==> src/rtl/amu_pkg.sv <==
`default_nettype none
// ----------------------------------------------------------------------------
// amu_pkg
// Shared widths, codes, command/status types and helpers of the Adam moment
// update core.
// ----------------------------------------------------------------------------
package amu_pkg;

  localparam int ADDR_W     = 12;
  localparam int DEPTH      = 1 << ADDR_W;
  localparam int FRAC       = 24;
  localparam int DATA_W     = 32;
  localparam int M2_W       = 48;
  localparam int POW_W      = FRAC + 1;
  localparam int CFG_IDX_W  = 3;
  localparam int CFG_DATA_W = 24;
  localparam int BPE_W      = 16;
  localparam int MUL_W      = 33;
  localparam int PROD_W     = 2 * MUL_W;
  localparam int ACC_W      = 80;
  localparam int SQ_SHIFT   = 16;
  localparam int DIV_W      = M2_W + FRAC + SQ_SHIFT;
  localparam int DSR_W      = 45;
  localparam int ROOT_W     = DIV_W / 2;
  localparam int SREM_W     = ROOT_W + 2;
  localparam int DIV_ITERS  = DIV_W;
  localparam int SQRT_ITERS = ROOT_W;
  localparam int CNT_W      = 7;

  localparam logic [POW_W-1:0] ONE_Q = POW_W'(1) << FRAC;

  localparam logic [CFG_DATA_W-1:0] RST_STEP_SIZE = 24'd16777;
  localparam logic [CFG_DATA_W-1:0] RST_DECAY1    = 24'd15099494;
  localparam logic [CFG_DATA_W-1:0] RST_DECAY2    = 24'd16760439;
  localparam logic [CFG_DATA_W-1:0] RST_EPSILON   = 24'd1678;
  localparam logic [BPE_W-1:0]      RST_BPE       = 16'd1;

  localparam logic [CFG_IDX_W-1:0] CFG_STEP_SIZE = 3'd0;
  localparam logic [CFG_IDX_W-1:0] CFG_DECAY1    = 3'd1;
  localparam logic [CFG_IDX_W-1:0] CFG_DECAY2    = 3'd2;
  localparam logic [CFG_IDX_W-1:0] CFG_EPSILON   = 3'd3;
  localparam logic [CFG_IDX_W-1:0] CFG_BPE       = 3'd4;

  typedef enum logic [1:0] {
    KIND_WEIGHT = 2'd0,
    KIND_LATENT = 2'd1,
    KIND_EOS    = 2'd2,
    KIND_NONE   = 2'd3
  } kind_e;

  typedef enum logic [4:0] {
    OP_CLEAR, OP_IDLE, OP_DROP,
    OP_RD_P1, OP_C1, OP_C2, OP_MA, OP_MB, OP_MW,
    OP_VA, OP_VB, OP_VC, OP_VD, OP_VW,
    OP_DIV_ROOT, OP_SQRT, OP_DIV_MAG, OP_MUL_D, OP_DS, OP_DIV_D, OP_FIN,
    OP_PA, OP_PB, OP_PC, OP_PD, OP_PE
  } op_e;

  typedef struct packed {
    op_e op;
  } cmd_t;

  typedef struct packed {
    logic  in_take;
    kind_e in_kind;
    logic  clr_done;
    logic  iter_last;
    logic  out_free;
  } stat_t;

  // Round-to-nearest power update: (p * b + half) >> FRAC, kept to POW_W bits.
  function automatic logic [POW_W-1:0] pow_rnd(input logic [PROD_W-1:0] p);
    logic [PROD_W-1:0] t;
    t = p + (PROD_W'(1) << (FRAC - 1));
    return t[FRAC+POW_W-1:FRAC];
  endfunction

endpackage
`default_nettype wire

==> src/rtl/amu_ctrl.sv <==
`default_nettype none
// ----------------------------------------------------------------------------
// amu_ctrl
// Sequencer of the Adam moment update core: clearing pass, element update
// steps, end-of-step power update.
// ----------------------------------------------------------------------------
module amu_ctrl import amu_pkg::*; (
  input  logic  clk_i,
  input  logic  rst_ni,
  input  stat_t stat_i,
  output cmd_t  cmd_o
);

  typedef enum logic [25:0] {
    S_CLR      = 26'd1 << 0,
    S_IDLE     = 26'd1 << 1,
    S_DROP     = 26'd1 << 2,
    S_RD_P1    = 26'd1 << 3,
    S_C1       = 26'd1 << 4,
    S_C2       = 26'd1 << 5,
    S_MA       = 26'd1 << 6,
    S_MB       = 26'd1 << 7,
    S_MW       = 26'd1 << 8,
    S_VA       = 26'd1 << 9,
    S_VB       = 26'd1 << 10,
    S_VC       = 26'd1 << 11,
    S_VD       = 26'd1 << 12,
    S_VW       = 26'd1 << 13,
    S_DIV_ROOT = 26'd1 << 14,
    S_SQRT     = 26'd1 << 15,
    S_DIV_MAG  = 26'd1 << 16,
    S_MUL_D    = 26'd1 << 17,
    S_DS       = 26'd1 << 18,
    S_DIV_D    = 26'd1 << 19,
    S_FIN      = 26'd1 << 20,
    S_PA       = 26'd1 << 21,
    S_PB       = 26'd1 << 22,
    S_PC       = 26'd1 << 23,
    S_PD       = 26'd1 << 24,
    S_PE       = 26'd1 << 25
  } state_e;

  state_e state_q, state_d;

  always_ff @(posedge clk_i or negedge rst_ni) begin
    if (!rst_ni) begin
      state_q <= S_CLR;
    end else begin
      state_q <= state_d;
    end
  end

  always_comb begin
    state_d   = state_q;
    cmd_o.op  = OP_IDLE;
    case (state_q)
      S_CLR: begin
        cmd_o.op = OP_CLEAR;
        if (stat_i.clr_done) state_d = S_IDLE;
      end
      S_IDLE: begin
        cmd_o.op = OP_IDLE;
        if (stat_i.in_take) begin
          case (stat_i.in_kind)
            KIND_WEIGHT, KIND_LATENT: state_d = S_RD_P1;
            KIND_EOS:                 state_d = S_PA;
            default:                  state_d = S_DROP;
          endcase
        end
      end
      S_DROP:  begin cmd_o.op = OP_DROP;  state_d = S_IDLE; end
      S_RD_P1: begin cmd_o.op = OP_RD_P1; state_d = S_C1;   end
      S_C1:    begin cmd_o.op = OP_C1;    state_d = S_C2;   end
      S_C2:    begin cmd_o.op = OP_C2;    state_d = S_MA;   end
      S_MA:    begin cmd_o.op = OP_MA;    state_d = S_MB;   end
      S_MB:    begin cmd_o.op = OP_MB;    state_d = S_MW;   end
      S_MW:    begin cmd_o.op = OP_MW;    state_d = S_VA;   end
      S_VA:    begin cmd_o.op = OP_VA;    state_d = S_VB;   end
      S_VB:    begin cmd_o.op = OP_VB;    state_d = S_VC;   end
      S_VC:    begin cmd_o.op = OP_VC;    state_d = S_VD;   end
      S_VD:    begin cmd_o.op = OP_VD;    state_d = S_VW;   end
      S_VW:    begin cmd_o.op = OP_VW;    state_d = S_DIV_ROOT; end
      S_DIV_ROOT: begin
        cmd_o.op = OP_DIV_ROOT;
        if (stat_i.iter_last) state_d = S_SQRT;
      end
      S_SQRT: begin
        cmd_o.op = OP_SQRT;
        if (stat_i.iter_last) state_d = S_DIV_MAG;
      end
      S_DIV_MAG: begin
        cmd_o.op = OP_DIV_MAG;
        if (stat_i.iter_last) state_d = S_MUL_D;
      end
      S_MUL_D: begin cmd_o.op = OP_MUL_D; state_d = S_DS; end
      S_DS:    begin cmd_o.op = OP_DS;    state_d = S_DIV_D; end
      S_DIV_D: begin
        cmd_o.op = OP_DIV_D;
        if (stat_i.iter_last) state_d = S_FIN;
      end
      S_FIN: begin
        cmd_o.op = OP_FIN;
        if (stat_i.out_free) state_d = S_IDLE;
      end
      S_PA: begin cmd_o.op = OP_PA; state_d = S_PB;   end
      S_PB: begin cmd_o.op = OP_PB; state_d = S_PC;   end
      S_PC: begin cmd_o.op = OP_PC; state_d = S_PD;   end
      S_PD: begin cmd_o.op = OP_PD; state_d = S_PE;   end
      S_PE: begin cmd_o.op = OP_PE; state_d = S_IDLE; end
      default: begin
        cmd_o.op = OP_IDLE;
        state_d  = S_IDLE;
      end
    endcase
  end

endmodule
`default_nettype wire

==> config.mk <==
export PLATFORM = sky130hd
export DESIGN_NAME = amu_ctrl
export DESIGN_NICKNAME = d
export VERILOG_FILES = /design/src/rtl/amu_pkg.sv /design/src/rtl/amu_ctrl.sv
export SDC_FILE = /design/constraint.sdc
export NUM_CORES = 1
export LEC_CHECK = 0
export ABC_CLOCK_PERIOD_IN_PS = 2650
export BUFFER_PORTS_ARGS = -buffer_cell sky130_fd_sc_hd__buf_4
export CAP_MARGIN = 10
export CORE_MARGIN = 8
export CORE_UTILIZATION = 50
export CTS_BUF_LIST = sky130_fd_sc_hd__clkbuf_4 sky130_fd_sc_hd__clkbuf_8
export CTS_CLUSTER_SIZE = 20
export DETAILED_ROUTE_END_ITERATION = 8
export PLACE_DENSITY = 0.74
export SETUP_SLACK_MARGIN = 0.05
export SYNTH_ARGS = -nofsm -noshare
export SYNTH_HDL_FRONTEND = slang
export SYNTH_SLANG_ARGS = --single-unit
==> constraint.sdc <==
create_clock -name clk_i -period 2.65 [get_ports clk_i]
set_input_delay 0 -clock clk_i [delete_from_list [all_inputs] [get_ports clk_i]]
set_output_delay 0 -clock clk_i [all_outputs]
set_load 0.05 [all_outputs]
==> run metrics, run 1 <==
fmax=around 380 MHz; Max clock buf depth=2; port bufs=12; chip width=74.7 microns; Sink Count=26; DIE HEIGHT=74.7 microns; CTS tree=done; Switching Share=between 40% and 50%; Synth Flop Type=dfrtp_1; Synth Register Bits=26; Initial Util=between 50% and 60%; max-slew violations=0; met2 GRT Util=between 20% and 30%; # DRC=0; met1 Usage GRT=a little under a quarter; I/O pin count=13; Final Critical Period=~2.6 ns; largest fanout on the critical path=5; CTS root buf=clkbuf_4; commonest non-fill, non-tap cells in the layout=buf_4, nor2_1, dfrtp_1; Post-Syn Area per Cell=between 9 and 10 sq um; Comb pwr share=approximately three fifths; layout cell share with drive strength beyond 1=a little over a third; global-route wire length before repair=around 7800 microns; worst slew pin tran=0.669 ns; Final Setup Violations=0; Peak VDD IR=0.000438 V; DR iter-0 viols=200; Synth cell types=52; All-Layer GR Usage=a little under a fifth; CP Class=reg2out; P&R area growth vs syn=24.2%; syn nets=between 150 and 200; power per cell area=slightly below 900 mW/mm^2; Routed Antenna Nets=0; via-per-instance ratio=approximately 6.3; Final Hold Fails=0; commonest non-fill, non-tap cell in the layout=buf_4; register with the most flip-flops=state_q; number of H-tree levels=1; synthesized area=about 0.0017 sq mm; Net Switching=~0.00084 W; Critical Path Sink Type=output pin; CTS Buf Count=3; Hold WC Path Type=in2reg; vias in the first global route=1549; CP arrival=about 2.7 ns; crit start category=register; Placer Congestion=approximately 0.97; Synth warnings=0; DR pass1 iterations=5; Leak=0.964 nW; initial antenna violation count=0; Slew headroom=between 50% and 60%; global route total overflow=0; GR met3 Demand/Resource=2.40%; largest registers=state_q x26; Power Total=0.00189 W; Fin Hold WS=about 0.044 ns; Mapped Cells=roughly 180; final worst clock skew=slightly above 0.007 ns; post-route setup TNS=0 ns; crit share post-route=about 100%; core area=roughly 0.0033 sq mm; worst-skew pair later-pin latency=0.33 ns; fin cells=about 260; max reg flops=26; register area share after synthesis=37.8%; Post-synth ARST share=between 90% and 100%; status=finished clean; Routed WL=4860 microns; Reg power frac=between 20 and 30%; WL/cell=between 15 and 20 microns; Ant. Diodes=0; placed cell count=around 240; Nets=roughly 220; RSZ-0062 raised after global routing=yes; largest net degree at the start of global routing=27; clock transition at the registers of the reported paths=approximately 0.15 ns; via count=about 1.6k; EDFF count, synth=0; P_int=roughly 0.0011 W; Data required, critical path=~2.7 ns; die area=0.00558 sq mm; detailed placement HPWL=3670 microns; row count=21; max-cap violations=0; clock power share=roughly 15%; Top Usage Layer GRT=met2
[Yosys cell counts (all sizes together), types with 3 or more instances]
cell type,n,area [sq um]
a21oi,3,18.8
and4b,6,61.3
nor3,11,55.1
o21ai,9,45.0
dfrtp,25,626
or3,3,18.8
xnor2,5,43.8
a211oi,3,22.5
nand3,5,35.0
nand3b,5,37.5
nor4,15,166
xor2,4,35.0
nand2b,3,18.8
buf,4,22.5
o211ai,4,30.0
nand2,11,43.8
or4b,3,30.0
and4,4,36.3
or4,3,27.5
nor2,20,75.1
inv,8,30.0
nand4,3,18.8
[path summary, 6_finish.rpt]
path | cells past startpoint | from | slack [ns] | to
max | 8 | state_q[0] | 0.0001 | cmd_o[1]
min | 3 | stat_i[5] | 0.04 | state_q[1]
max reg2reg | 8 | state_q[21] | 0.15 | state_q[15]
min reg2reg | 1 | state_q[12] | 0.54 | state_q[14]
max in group asynchronous | 2 | rst_ni | 2.26 | state_q[0]
min in group asynchronous | 2 | rst_ni | 0.09 | state_q[25]
[routing by layer]
layer	routed length, microns	share of wire [%]
met5	0	0
met4	168	3.5
met3	329	6.8
met2	2270	47
met1	2090	43
[worst max-delay path: stages (launching register included)]
cell and delay (ns):
dfstp_2 0.59, nor4_4 0.05, buf_4 0.16, nand4_1 0.16, nor2_2 0.07, and4b_2 0.26
or3_1 0.35, or4b_4 0.52, buf_8 0.17
[cell type report]
cell class / count / area, sq um
clock buffers: 3 / 22.5
clock inverters: 1 / 30.0
fillers: 286 / 1190
inverters: 8 / 30.0
multi-input cells: 141 / 1070
flip-flops and latches: 26 / 664
well taps: 46 / 57.6
repair buffers: 33 / 268
[power by group through the flow]
stage / logic [W] / registers [W] / clock network, W
after floorplan: 0.000667 / 0.000492 / 0
after global placement: 0.000889 / 0.000504 / 0
after detailed placement: 0.000914 / 0.000508 / 0
after CTS: 0.000977 / 0.000503 / 0.000285
after global routing: 0.00117 / 0.000511 / 0.000295
final: 0.00111 / 0.000506 / 0.000279
[per-stage QoR]
stage,setup WS [ns],utilization [%],instance area [sq um]
3_5_place_dp,0.184,56.3,1880
2_1_floorplan,0.102,-,1720
3_3_place_gp,0.188,56.3,1880
5_1_grt,-0.0663,64.2,2140
6_report,0.000140,64.2,2140
4_1_cts,0.0531,61.8,2060
[what timing repair did]
action	4_1_cts	5_1_grt
hold buffers	5	0
resized for setup	13	12
pin swaps	3	4
buffers inserted	6	6
cloned	0	0
endpoints found under the setup margin	2	3
hold endpoints to repair	32	0
[cell families (layout without fill, tap and decap cells)]
| kind of cell | Yosys count | after routing | synth area share [%] |
|---|---|---|---|
| compound gates | 30 | 30 | 12.8 |
| flops | 26 | 26 | 37.8 |
| buf+inv | 12 | 45 | 3.05 |
| mux | 2 | 2 | 1.45 |
| xor+xnor | 9 | 9 | 4.57 |
| simple gates | 100 | 100 | 40.3 |
Note: power is estimated with default switching activity, not from simulation.
==> run 2: changes to the inputs <==
Settings changed: BUFFER_PORTS_ARGS -buffer_cell sky130_fd_sc_hd__buf_4 to -buffer_cell sky130_fd_sc_hd__buf_2, REMOVE_ABC_BUFFERS set to 1.
==> run metrics, run 2 (synthesis gave the netlist of run 1 again) <==
All-Layer GR Usage=19.4% (was 18.2%); via-per-instance ratio=6.46 (was 6.34); Routed Antenna Nets=0 (unchanged); largest net degree at the start of global routing=27 (unchanged); core area=0.00334 sq mm (unchanged); DR iter-0 viols=104 (was 200); vias in the first global route=1666 (was 1549); P&R area growth vs syn=21.8% (was 24.2%); Initial Util=51.7% (unchanged); via count=1666 (was 1636); placed cell count=239 (was 237); crit path cell chain=nor4_4 -> buf_6 -> nand3_4 -> nor4_1 -> a31o_2 -> or3_1 -> or4b_4 -> buf_8 (was nor4_4 -> buf_4 -> nand4_1 -> nor2_2 -> and4b_2 -> or3_1 -> or4b_4 -> buf_8); Largest stage delay, worst path=0.59 ns (about the same); Sink Count=26 (unchanged); crit start category=register (unchanged); Worst Path Buf+Inv=2 (unchanged); Leak=0.959 nW (was 0.964 nW); CP delay by family, top=simple AND/OR/NAND/NOR gates (unchanged); CP max-delay cell=dfstp_2 (unchanged); post-route setup TNS=0 ns (unchanged); largest registers=state_q x26 (unchanged); final worst setup slack=0.0205 ns (was 0.000140 ns); die area=0.00558 sq mm (unchanged); chip width=74.7 microns (unchanged); pre-CTS setup slack=0.240 ns (was 0.184 ns); Slew headroom=59.1% (was 55.4%); CTS tree=done (unchanged); row count=21 (unchanged); max reg flops=26 (unchanged); Final Hold Fails=0 (unchanged); CTS root buf=clkbuf_4 (unchanged); largest fanout on the critical path=7 (was 5); max-cap violations=0 (unchanged); Peak VDD IR=0.000530 V (was 0.000438 V); power per cell area=897 mW/mm^2 (was 883 mW/mm^2); max-slew violations=0 (unchanged); CTS Buf Count=3 (unchanged); number of H-tree levels=1 (unchanged); port bufs=12 (unchanged); DIE HEIGHT=74.7 microns (unchanged); register with the most flip-flops=state_q (unchanged); Critical Path Sink Type=output pin (unchanged); Final Setup Violations=0 (unchanged); DR pass1 iterations=4 (was 5); global route total overflow=0 (unchanged); final worst clock skew=0.00372 ns (was 0.00711 ns); # DRC=0 (unchanged); Final Critical Period=2.63 ns (was 2.65 ns); WL/cell=19.2 microns (was 18.8 microns); I/O pin count=13 (unchanged); Routed WL=4960 microns (was 4860 microns); RSZ-0062 raised after global routing=yes (unchanged); status=finished clean (unchanged); Placer Congestion=0.933 (was 0.974); crit share post-route=99.2% (was 100%); detailed placement HPWL=3680 microns (was 3670 microns); Data required, critical path=2.65 ns (about the same); commonest non-fill, non-tap cells in the layout=dfrtp_1, nor2_1, buf_4 (was buf_4, nor2_1, dfrtp_1); worst-skew pair later-pin latency=0.34 ns (was 0.33 ns); Max clock buf depth=2 (unchanged); Ant. Diodes=0 (unchanged); CP arrival=2.63 ns (was 2.65 ns); commonest non-fill, non-tap cell in the layout=dfrtp_1 (was buf_4); initial antenna violation count=0 (unchanged); layout cell share with drive strength beyond 1=34.0% (was 35.4%); global-route wire length before repair=8220 microns (was 7790 microns); fin area=0.00210 sq mm (was 0.00214 sq mm); CP Class=reg2out (unchanged); worst slew pin tran=0.613 ns (was 0.669 ns); Nets=221 (unchanged); clock transition at the registers of the reported paths=0.15 ns (about the same); fin cells=258 (unchanged); Power Total=0.00188 W (was 0.00189 W); Hold WC Path Type=in2reg (unchanged); fmax=380 MHz (was 377 MHz); Post-DP Area=0.00186 sq mm (was 0.00188 sq mm)
run 2: worst paths after layout:
| check | from | endpoint | slack [ns] | cells past startpoint |
|---|---|---|---|---|
| setup / recovery | state_q[0] | cmd_o[1] | 0.02 | 8 |
| hold / removal | stat_i[1] | state_q[20] | 0.002 | 2 |
| setup reg to reg | state_q[6] | state_q[15] | 0.22 | 7 |
| hold reg to reg | state_q[12] | state_q[14] | 0.53 | 1 |
| max in group asynchronous | rst_ni | state_q[19] | 2.06 | 2 |
| min in group asynchronous | rst_ni | state_q[22] | 0.17 | 2 |
run 2: stage by stage:
stage,hold WS (ns),utilization (%)
final,0.00249,63.0
after global routing,0.00916,63.0
after CTS,0.00692,61.7
after detailed placement,0.0374,55.9
after global placement,0.0232,55.9
after floorplan,-0.296,-
run 2: where the power goes:
| group | leakage [nW] | switching [W] | internal (W) |
|---|---|---|---|
| Clock | 0.0210 | 0.000131 | 0.0000845 |
| Combinational | 0.590 | 0.000683 | 0.000484 |
| Sequential | 0.348 | 0.0000685 | 0.000433 |
| Total | 0.959 | 0.000882 | 0.00100 |
run 2: layout make-up:
cell class	instances	area, sq um
Fill cell	289	1240
Timing Repair Buffer	33	244
Tap cell	46	57.6
Multi-Input combinational cell	141	1070
Sequential cell	26	658
Clock buffer	4	36.3
Inverter	8	30.0
run 2: repair_timing:
item,in CTS,in global routing
hold endpoints to repair,29,0
pin swaps,6,3
buffers inserted,11,1
endpoints found under the setup margin,3,3
hold buffers,4,0
resized for setup,13,12
run 2: routing by layer:
metal / vias up / share of wire, % / track usage (%)
met5: - / 0 / 0
met4: 0 / 2.6 / 9.13
met3: 15 / 7.2 / 3.46
met2: 73 / 49 / 31.9
met1: 807 / 41 / 23.8
li1: 771 / - / -
